**src/rtl/core/whi_fifo.sv**
```systemverilog
`timescale 1ns / 1ps
`default_nettype none
// ============================================================================
// whi_fifo - small transaction queue
// Register-based FIFO with occupancy count; decouples producer and consumer.
// ============================================================================
module whi_fifo #(
   parameter int WIDTH = 8,
   parameter int DEPTH = 2,
   localparam int PW   = (DEPTH > 1) ? $clog2(DEPTH) : 1,
   localparam int CNW  = $clog2(DEPTH + 1)
) (
   input  wire logic             clock,
   input  wire logic             reset,
   input  wire logic             push_valid,
   output logic                  push_ready,
   input  wire logic [WIDTH-1:0] push_data,
   output logic                  pop_valid,
   input  wire logic             pop_ready,
   output logic [WIDTH-1:0]      pop_data,
   output logic [CNW-1:0]        count
);

   logic [WIDTH-1:0] mem_ff [DEPTH];
   logic [PW-1:0]    wr_ptr_ff, wr_ptr_in;
   logic [PW-1:0]    rd_ptr_ff, rd_ptr_in;
   logic [CNW-1:0]   count_ff, count_in;
   logic             do_push, do_pop;

   assign push_ready = (count_ff != CNW'(DEPTH));
   assign pop_valid  = (count_ff != '0);
   assign pop_data   = mem_ff[rd_ptr_ff];
   assign count      = count_ff;
   assign do_push    = push_valid && push_ready;
   assign do_pop     = pop_valid && pop_ready;

   always_comb begin
      wr_ptr_in = wr_ptr_ff;
      rd_ptr_in = rd_ptr_ff;
      count_in  = count_ff;
      if (do_push) begin
         wr_ptr_in = (wr_ptr_ff == PW'(DEPTH - 1)) ? '0 : wr_ptr_ff + PW'(1);
      end
      if (do_pop) begin
         rd_ptr_in = (rd_ptr_ff == PW'(DEPTH - 1)) ? '0 : rd_ptr_ff + PW'(1);
      end
      if (do_push && !do_pop) begin
         count_in = count_ff + CNW'(1);
      end else if (!do_push && do_pop) begin
         count_in = count_ff - CNW'(1);
      end
   end

   always_ff @(posedge clock) begin
      if (reset) begin
         wr_ptr_ff <= '0;
         rd_ptr_ff <= '0;
         count_ff  <= '0;
      end else begin
         wr_ptr_ff <= wr_ptr_in;
         rd_ptr_ff <= rd_ptr_in;
         count_ff  <= count_in;
      end
   end

   always_ff @(posedge clock) begin
      if (do_push) begin
         mem_ff[wr_ptr_ff] <= push_data;
      end
   end

endmodule
`default_nettype wire

```
**config.mk**
```make
export PLATFORM = sky130hd
export DESIGN_NAME = whi_fifo
export DESIGN_NICKNAME = d
export VERILOG_FILES = /design/src/rtl/core/whi_fifo.sv
export SDC_FILE = /design/constraint.sdc
export NUM_CORES = 1
export LEC_CHECK = 0
export BUFFER_PORTS_ARGS = -buffer_cell sky130_fd_sc_hd__buf_2
export CAP_MARGIN = 0
export CORE_MARGIN = 5
export CORE_UTILIZATION = 43
export DETAILED_ROUTE_END_ITERATION = 7
export PLACE_DENSITY = 0.82
export SYNTH_ARGS = -nofsm -noshare
export SYNTH_HDL_FRONTEND = slang
export SYNTH_SLANG_ARGS = --single-unit
```
**constraint.sdc**
```tcl
create_clock -name clock -period 1.55 [get_ports clock]
set_clock_uncertainty 0.1 [all_clocks]
set_input_delay 0.0775 -clock clock [delete_from_list [all_inputs] [get_ports clock]]
set_output_delay 0.0775 -clock clock [all_outputs]
set_load 0.05 [all_outputs]
```
==> key figures <==
Timing
  • Total count of hold-check failures in the final report: 0
  • Share of the clock period used by the worst path: 1.00
  • Total count of max-transition violations in the final report: 0
  • RSZ-0062 raised after global routing: yes
  • Minimum clock period: 1550 ps
  • Worst-case headroom to the max-slew limit: 0.755
  • Setup Viol. Count Final: 0
  • Actual transition at the worst max-transition pin: 367 ps
  • Top achievable clock speed: 645 MHz

Status
  • Result of the run: finished, final reports clean

Floorplan
  • Overall die area: 0.00284 mm2
  • Core area: 0.00175 mm2
  • Vert. Die Dim: roughly 53 um
  • Initial core utilization: 0.462
  • Site Rows: 15
  • Die Span X: about 53 um
  • I/O pin count: 24

Synthesis
  • Count of synthesis-stage warnings from yosys: 0
  • Synth Area in Simple Gates: 0.0714
  • Unique cell type count in the Yosys netlist: 17
  • Mapped Cells: 49
  • Register bit count reported by yosys: 21
  • Adder-cell area share of the yosys netlist: 0.0155
  • Synthesized area divided by synthesized cell count: around 16 um2
  • Portion of the post-synthesis area used by sequential elements: 0.720
  • Summed instance area of the synthesized netlist: around 800 um2
  • Mapped Nets: 62
  • Fraction of synthesized cell area in xor and xnor cells: 0.0326
  • Combinational family with the most area after synthesis: multiplexers
  • Multiplexer fraction of the synthesized cell area: 0.112
  • Synth Area in Compound Gates: 0.0373

Finish
  • Fraction of layout instances using a drive strength above 1: 0.545
  • Most frequent cells in the layout: buf_2 (23), edfxtp_1 (16), dlygate4sd3_1 (9)
  • Filler Cell Count: 133
  • End-of-flow core utilization: 0.644
  • Layout overhead on the synthesized area: 39.6%
  • Number of diodes: 0
  • Final instance area: 0.00112 mm2
  • Final layout net count: a little over 100
  • Leading cell type in the layout, fill and taps excluded: buf_2

Critical path
  • Critical path launch point type: flop
  • Data required, critical path: 1680 ps
  • Category of the critical setup timing path: reg2reg
  • WP data arrival: around 1700 ps
  • CP Max Fanout: 5
  • Crit. End Element: flop

Clock network
  • Number of sinks on the clock net: 21
  • Cell at the root of the clock tree: clkbuf_4
  • Clock-pin slew on the worst setup and hold paths: 110 ps
  • Maximum clock insertion buffer count: 2
  • CTS tree: yes
  • Clk Latency, worst-skew pair: 290 ps
  • Number of buffers created by CTS: 3
  • Number of levels the H-tree was split into: 1

Flow run
  • Number of maximum-capacitance violations: 0

Power and ir drop
  • Pwr Density: around 1800 mW/mm2
  • Max IR drop VDD: 1.46 mV
  • Leakage dissipation: 0.456 nW

Detailed routing
  • WL per Instance: 13.4 um
  • Final antenna-violating net count: 0
  • # DRC: 0
  • Total vias in the final route: 507
  • Routed Wire Length: 1510 um
  • Count of TritonRoute iterations in the first routing pass: 2
  • Detail-routed via count per cell: 4.49
  • Detailed Route Iter0 Violations: 3

GRT
  • Antenna violations before repair: 0
  • Vias in the first global route: between 500 and 600
  • Total GRT Usage: 0.119
  • Largest net degree at the start of global routing: 13
  • Wire length of the first global-routing pass: between 2000 and 2500 um
  • Global-route congestion overflow total: 0

Placed design
  • Placer Congestion: 0.618
  • Final HPWL DP: 1040 um
  • Buffers added on ports: 23
  • Area after detailed placement: 977 um2

Min path
  • Hold/Removal Path Class: in2reg
==> metal layers <==
metal | up-vias | routed length, um | GRT usage
met5 | - | 0 | 0
met4 | 0 | 17 | 0.0383
met3 | 2 | 117 | 0.0310
met2 | 15 | 777 | 0.218
met1 | 234 | 599 | 0.131
li1 | 256 | - | -
==> synthesized netlist by cell type <==
master | count | share of area
dfxtp_1 | 5 | 0.12
or3_1 | 1 | 0.0078
and2_1 | 1 | 0.0078
a21oi_1 | 2 | 0.012
or2_2 | 1 | 0.0078
xor2_1 | 3 | 0.033
mux2_2 | 8 | 0.11
o21ai_0 | 2 | 0.012
ha_1 | 1 | 0.016
nand2b_4 | 1 | 0.017
nor2_1 | 3 | 0.014
nand3b_1 | 1 | 0.0093
and3_1 | 1 | 0.0078
buf_2 | 1 | 0.0062
inv_1 | 1 | 0.0047
edfxtp_1 | 16 | 0.60
a21bo_2 | 1 | 0.012
==> path summary, 6_finish.rpt <==
check,from,endpoint,slack [ps],depth (start not counted)
worst max-delay path,count[0],count[1],0.5,6
worst min-delay path,push_valid,wr_ptr_ff,8,3
worst max register to register,count[0],count[1],0.5,6
worst min register to register,rd_ptr_ff,rd_ptr_ff,410,2
==> state kept, by name, indices dropped and copies added (netlist names), named ones only <==
signal,flops
rd_ptr_ff,1
count,2
mem_ff,16
wr_ptr_ff,1
==> repair_timing <==
action,in CTS,in global routing
setup buffers,3,0
gates resized for setup,3,1
endpoints found under the hold margin,21,0
hold buffers,9,0
endpoints found under the setup margin,9,3
cloned,0,0
==> cells by family (layout without fill, tap and decap cells) <==
family          after synthesis  after routing
flops                        21             21
simple gates                  9              9
mux                           8              8
compound gates                5              5
xor+xnor                      3              3
buf+inv                       2             41
fa+ha+maj                     1              1
==> through the flow <==
| stage | power [mW] | instances | hold WS [ps] | setup TNS, ps | setup slack, ps |
|---|---|---|---|---|---|
| 2_1_floorplan | 1.51 | 49 | 36.9 | -169 | -169 |
| 3_3_place_gp | 1.67 | 97 | 167 | 0 | 46.5 |
| 3_5_place_dp | 1.70 | 97 | 168 | -0.0199 | -0.0199 |
| 4_1_cts | 2.04 | 113 | 2.70 | -4.37 | -4.37 |
| 5_1_grt | 2.12 | 113 | 18.8 | -62.8 | -62.8 |
| 6_report | 2.01 | 113 | 8.26 | 0 | 0.514 |
==> cell type report <==
cell class	count	area (um2)	share of cell area
flip-flops and latches	21	592	0.526
multi-input cells	26	235	0.209
repair buffers	36	235	0.209
clock inverters	1	5.00	0.00445
inverters	1	3.75	0.00334
clock buffers	3	22.5	0.0200
well taps	25	31.3	0.0278
==> worst max-delay path: stages (launching register included) <==
cell and delay [ps]:
dfxtp_4 370, nand2b_4 150, and2_4 140, ha_4 150
xor2_1 140, or3_1 320, a21oi_2 120
==> power by group <==
part	total, mW	switching (mW)	internal, mW
Sequential	0.807	0.0741	0.733
Clock	0.252	0.156	0.0957
Combinational	0.956	0.617	0.339
No activity file was read; power rests on OpenSTA's default activity.
