## config.mk

```make
export PLATFORM = sky130hd
export DESIGN_NAME = whi_front
export DESIGN_NICKNAME = d
export VERILOG_FILES = /design/src/rtl/core/whi_pkg.sv /design/src/rtl/core/whi_front.sv
export SDC_FILE = /design/constraint.sdc
export NUM_CORES = 1
export LEC_CHECK = 0
export BUFFER_PORTS_ARGS = -buffer_cell sky130_fd_sc_hd__buf_2
export CAP_MARGIN = 10
export CORE_AREA = 2 2 73 89
export CTS_CLUSTER_DIAMETER = 200
export DETAILED_ROUTE_END_ITERATION = 7
export DIE_AREA = 0 0 75 91
export PLACE_DENSITY = 0.86
export SYNTH_ARGS = -nofsm -noshare
export SYNTH_HDL_FRONTEND = slang
export SYNTH_SLANG_ARGS = --single-unit
```

## constraint.sdc

```tcl
create_clock -name clock -period 20.2 [get_ports clock]
set_clock_uncertainty 0.1 [all_clocks]
set_input_delay 4.04 -clock clock [delete_from_list [all_inputs] [get_ports clock]]
set_output_delay 4.04 -clock clock [all_outputs]
set_load 0.02 [all_outputs]
```

## src/rtl/core/whi_pkg.sv

```systemverilog
`timescale 1ns / 1ps
`default_nettype none
// ============================================================================
// whi_pkg - weighted integral histogram shared definitions
// Register codes, configuration and result types shared by the front end,
// the back end and the top level.
// ============================================================================
package whi_pkg;

   localparam int VAL_W       = 36;
   localparam int BIN_IN_W    = 4;
   localparam int WEIGHT_W    = 16;
   localparam int BIN_OUT_W   = 4;
   localparam int POS_OUT_W   = 10;
   localparam int CSR_INDEX_W = 2;
   localparam int CSR_DATA_W  = 11;

   localparam logic [VAL_W-1:0] VAL_MAX = {VAL_W{1'b1}};

   localparam logic [10:0] RST_ACTIVE_WIDTH  = 11'd1024;
   localparam logic [10:0] RST_ACTIVE_HEIGHT = 11'd1024;
   localparam logic [4:0]  RST_NUM_BINS      = 5'd16;

   typedef enum logic [CSR_INDEX_W-1:0] {
      CSR_ACTIVE_WIDTH  = 2'd0,
      CSR_ACTIVE_HEIGHT = 2'd1,
      CSR_NUM_BINS      = 2'd2
   } csr_index_type;

   typedef struct packed {
      logic [10:0] active_width;
      logic [10:0] active_height;
      logic [4:0]  num_bins;
   } cfg_type;

   typedef struct packed {
      logic [BIN_OUT_W-1:0] bin;
      logic [VAL_W-1:0]     integral_value;
      logic [POS_OUT_W-1:0] column;
      logic [POS_OUT_W-1:0] row;
      logic                 last_bin;
      logic                 bad_bin;
   } rsp_item_type;

   typedef enum logic [1:0] {
      BACK_CLEAR = 2'd0,
      BACK_IDLE  = 2'd1,
      BACK_ISSUE = 2'd2
   } back_state_type;

endpackage
`default_nettype wire

```

## src/rtl/core/whi_front.sv

```systemverilog
`timescale 1ns / 1ps
`default_nettype none
// ============================================================================
// whi_front - pixel intake and classification
// Tracks the raster position, clamps the configuration and tags each pixel
// with its position, row start, bin check and bin count for the back end.
// ============================================================================
module whi_front #(
   parameter int MAX_WIDTH  = 1024,
   parameter int MAX_HEIGHT = 1024,
   parameter int BINS       = 16,
   localparam int CW  = $clog2(MAX_WIDTH + 1),
   localparam int RW  = $clog2(MAX_HEIGHT + 1),
   localparam int NBW = $clog2(BINS + 1),
   localparam int QW  = whi_pkg::BIN_IN_W + whi_pkg::WEIGHT_W + CW + RW + 2 + NBW
) (
   input  wire logic                          clock,
   input  wire logic                          reset,
   input  wire whi_pkg::cfg_type              cfg,
   input  wire logic                          clear_busy,
   input  wire logic                          req_valid,
   output logic                               req_ready,
   input  wire logic [whi_pkg::BIN_IN_W-1:0]  req_bin_index,
   input  wire logic [whi_pkg::WEIGHT_W-1:0]  req_weight,
   output logic                               q_valid,
   input  wire logic                          q_ready,
   output logic [QW-1:0]                      q_data
);

   typedef struct packed {
      logic [whi_pkg::BIN_IN_W-1:0] bin_index;
      logic [whi_pkg::WEIGHT_W-1:0] weight;
      logic [CW-1:0]                column;
      logic [RW-1:0]                row;
      logic                         bad;
      logic                         new_row;
      logic [NBW-1:0]               nb;
   } pix_type;

   logic [CW-1:0]  col_ff, col_in;
   logic [RW-1:0]  row_ff, row_in;
   logic [CW-1:0]  width_eff;
   logic [RW-1:0]  height_eff;
   logic [NBW-1:0] nb_eff;
   logic [CW-1:0]  col_cur, col_next;
   logic [RW-1:0]  row_cur, row_next;
   logic           accept;
   pix_type        pix;

   always_comb begin
      if (cfg.active_width == '0) begin
         width_eff = CW'(1);
      end else if (32'(cfg.active_width) > MAX_WIDTH) begin
         width_eff = CW'(MAX_WIDTH);
      end else begin
         width_eff = CW'(cfg.active_width);
      end
      if (cfg.active_height == '0) begin
         height_eff = RW'(1);
      end else if (32'(cfg.active_height) > MAX_HEIGHT) begin
         height_eff = RW'(MAX_HEIGHT);
      end else begin
         height_eff = RW'(cfg.active_height);
      end
      if (cfg.num_bins == '0) begin
         nb_eff = NBW'(1);
      end else if (32'(cfg.num_bins) > BINS) begin
         nb_eff = NBW'(BINS);
      end else begin
         nb_eff = NBW'(cfg.num_bins);
      end
   end

   // resolve the position of this pixel, then advance for the next one
   always_comb begin
      col_cur = col_ff;
      row_cur = row_ff;
      if (col_cur >= width_eff) begin
         col_cur = '0;
         row_cur = row_ff + RW'(1);
      end
      if (row_cur >= height_eff) begin
         row_cur = '0;
      end
      col_next = col_cur + CW'(1);
      row_next = row_cur;
      if (col_next >= width_eff) begin
         col_next = '0;
         row_next = row_cur + RW'(1);
         if (row_next >= height_eff) begin
            row_next = '0;
         end
      end
   end

   assign req_ready = q_ready && !clear_busy;
   assign accept    = req_valid && req_ready;

   always_comb begin
      pix.bin_index = req_bin_index;
      pix.weight    = req_weight;
      pix.column    = col_cur;
      pix.row       = row_cur;
      pix.bad       = (32'(req_bin_index) >= 32'(nb_eff));
      pix.new_row   = (col_cur == '0);
      pix.nb        = nb_eff;
   end

   assign q_valid = req_valid && !clear_busy;
   assign q_data  = pix;

   always_comb begin
      col_in = col_ff;
      row_in = row_ff;
      if (accept) begin
         col_in = col_next;
         row_in = row_next;
      end
   end

   always_ff @(posedge clock) begin
      if (reset) begin
         col_ff <= '0;
         row_ff <= '0;
      end else begin
         col_ff <= col_in;
         row_ff <= row_in;
      end
   end

endmodule
`default_nettype wire

```

==> results.md <==
* Worst min-delay path class: reg -> reg
* Peak supply drop at 0.0229 mV
* Layout cells sized above 1 at 20.2%
* Clock slew at reported path FFs at 80 ps
* DRT Wirelength at 8430 µm
* Width of the die at 75 µm
* Fillers at 538
* Worst-Skew Late Latency at 270 ps
* Outcome: complete, no violations
* CP arrival at 9000 ps
* CTS tree: done
* Hold Vio Cnt, Final at 0
* Relative slew slack at 24.6%
* Post-CTS Hold Fix Bufs at 0
* Critical path required time at 16060 ps
* Min setup slack post-route at 7060 ps
* Synth top area share at 19.7%
* Unique cell type count in the Yosys netlist at 66
* Post-DRT Antenna Nets at 0
* Crit path capture: q_data[13]
* Cells after synthesis at 434
* Slowest cell on the critical path: nor3_2
* Final Cycle Share at 65.0%
* Final setup viols at 0
* First-pass DRT Iterations at 4
* Overall Power at 0.000125 W
* Worst path depth at 18
* Startpoint types: primary input
* Crit path from: cfg[16]
* Power Density at 34.8 nW/µm²
* P&R area growth vs syn at 8.88%
* Fin util at 60.7%
* CTS H-tree lvls at 1
* MaxCap Viol Count at 0
* Sequential area share after synthesis at 13.3%
* Post-CTS setup repair buffer count at 0
* Measured slew at the worst slew-check pin at 1120 ps
* Total Routing Usage GR at 24.9%
* Core footprint at 5930 µm²
* Post-synth top cells: 52 x ha_1, 50 x nand2_1, 33 x nor2_1
* Routability cong. at 0.899
* CTS root buf: clkbuf_8
* Syn Nets at 538
* Post-synth EDFFs at 0
* Yosys reg bits at 22
* Fin. max-slew vios at 0
* Cell count of the worst reg-to-reg path at 26
* Ys flop type: dfxtp_1
* Crit path max fanout at 21
* Post-DR wirelength/cell at 15.3 µm
* Hold path cells at 2
* Vias at 3265
* Placement Setup Slack at 7130 ps
* Clock sinks at 22
* DRC viols at 0
* Row count at 31
* Cell area after synthesis at 3310 µm²
* Ports at 103
* TritonCTS Buffers at 3
* CTS max path bufs at 2
* WP buf/inv at 4
* Vias in the first global route at 3232
* R2R Path Start: col_ff[0]$_SDFFE_PP0P_
* Antenna violations before repair at 0
* R2r setup slk at 12510 ps
* # diodes at 0
* Buffers on Ports at 70
* Tmin final at 13140 ps
* Initial Utilization at 55.8%
* Delay-heaviest family, CP: compound AO/OA/AOI/OAI gates
* Post-CTS sizing at 0
* Die Height at 91 µm
* Die Area at 6830 µm²
* CP max stage delay at 880 ps
* Cell Chain, Critical Path: buf_2, nor4_1, a31oi_1, nor2_1, ha_1, a311oi_2, a211oi_2, nor3_2, mux2i_1, inv_1, ha_1, nand2_1, o21ai_0, a211oi_1, o21ai_1, nand2b_1, inv_1, buf_2
* Fmax achieved at 0.0761 GHz
* Synth warn at 0
* Most frequent cell after synthesis: ha_1
* Yosys top cell by area: ha_1
* Post-synth ARST share at 0%
* Critical path class: in -> out
* Worst R2R End: row_ff[5]$_SDFFE_PP0P_
* Static Leak at 1.77 nW
* 1st-iter DRT viols at 114
* Top cells by area, synth: ha_1 20%, dfxtp_1 13%, nand2_1 5.7%, buf_4 4.8%, xnor2_1 4.5%
* Syn_area_per_cell at 7.63 µm²
* Largest net degree at the start of global routing at 25
* Area after DPL at 3530 µm²
* Kind of end point of the critical path: output port
* Final setup TNS at 0 ps
* Final instance area at 3600 µm²
* First-pass GRT wire length at 13700 µm
* Hpwl dp at 7000 µm
* GRT overflow at 0
* NumNets Final at 575
* Via density at 5.91
* RSZ-0062 raised after global routing: no
==> area by class of cell <==
| class | count | area (µm²) | area share [%] |
|---|---|---|---|
| clock buffer | 3 | 41.3 | 1.15 |
| clock inverter | 1 | 30.0 | 0.833 |
| inverter | 19 | 71.3 | 1.98 |
| multi-input combinational | 355 | 2570 | 71.3 |
| sequential | 22 | 440 | 12.2 |
| tap | 82 | 103 | 2.85 |
| timing repair buffer | 70 | 350 | 9.72 |
==> registers in the layout, indices dropped and copies added (netlist names) <==
signal	count
row_ff	11
col_ff	11
==> per-layer routing <==
metal	GRT usage, %	part of all wire, %	vias to the layer above
met5	0	0	-
met4	9.38	3.3	0
met3	4.11	4.4	28
met2	45.7	51	112
met1	27.4	42	1503
li1	-	-	1622
==> placed cells by master, fill, tap and decap left out, drive strengths merged, types with 11 or more instances in the layout <==
cell | Yosys | layout
inv | 17 | 17
nand2 | 50 | 50
a21o | 15 | 15
ha | 52 | 52
o21ai | 15 | 15
buf | 23 | 70
and2 | 13 | 13
dfxtp | 22 | 22
a21oi | 23 | 23
nand3 | 20 | 20
xnor2 | 18 | 18
nor4 | 11 | 11
nor2 | 33 | 33
==> per-stage QoR <==
stage	std cells	hold slack, ps
2_1_floorplan	434	371
3_3_place_gp	548	414
3_5_place_dp	548	423
4_1_cts	552	436
5_1_grt	552	466
6_report	552	445
==> cells by family (layout without fill, tap and decap cells) <==
family / count (synthesis) / in the layout / synth area share (%)
XOR/XNOR: 25 / 25 / 6.84
buffers and inverters: 57 / 93 / 9.11
AND/OR/NAND/NOR: 176 / 176 / 28.2
AO/OA/AOI/OAI: 100 / 100 / 22.3
flip-flops: 22 / 22 / 13.3
adder cells (fa/ha/maj): 52 / 52 / 19.7
multiplexers: 2 / 2 / 0.605
==> power by group <==
| group | internal [W] | leakage [nW] | switching, W | total [W] |
|---|---|---|---|---|
| combinational | 0.0000147 | 1.55 | 0.0000234 | 0.0000381 |
| sequential | 0.0000441 | 0.178 | 0.00000110 | 0.0000452 |
| clock | 0.0000265 | 0.0357 | 0.0000157 | 0.0000422 |
==> worst reg2reg max path, cell delays in order, from the launching register on <==
cell and delay [ps]:
dfxtp_1 480, inv_1 80, ha_1 300, a311oi_2 520, a211oi_2 220, nor3_2 890, mux2i_1 320, inv_1 60
ha_1 270, nand2_1 50, o21ai_0 170, a211oi_1 100, o21ai_1 810, nor2_1 290, ha_1 350, inv_1 130
xnor2_1 90, ha_1 310, a21oi_1 110, o21ai_0 100, a21oi_1 170, o21ai_0 110, a31oi_1 180, o21a_1 300
and2_1 350, or3b_2 480, a311oi_1 260
==> worst min path at each step <==
stage | startpoint | to
CTS | col_ff[4]$_SDFFE_PP0P_ | col_ff[4]$_SDFFE_PP0P_
global placement | col_ff[4]$_SDFFE_PP0P_ | col_ff[4]$_SDFFE_PP0P_
detailed placement | col_ff[4]$_SDFFE_PP0P_ | col_ff[4]$_SDFFE_PP0P_
global route | col_ff[4]$_SDFFE_PP0P_ | col_ff[4]$_SDFFE_PP0P_
finish | col_ff[1]$_SDFFE_PP0P_ | col_ff[1]$_SDFFE_PP0P_
floorplan | col_ff[1]$_SDFFE_PP0P_ | col_ff[1]$_SDFFE_PP0P_
No activity file was read; power rests on OpenSTA's default activity.
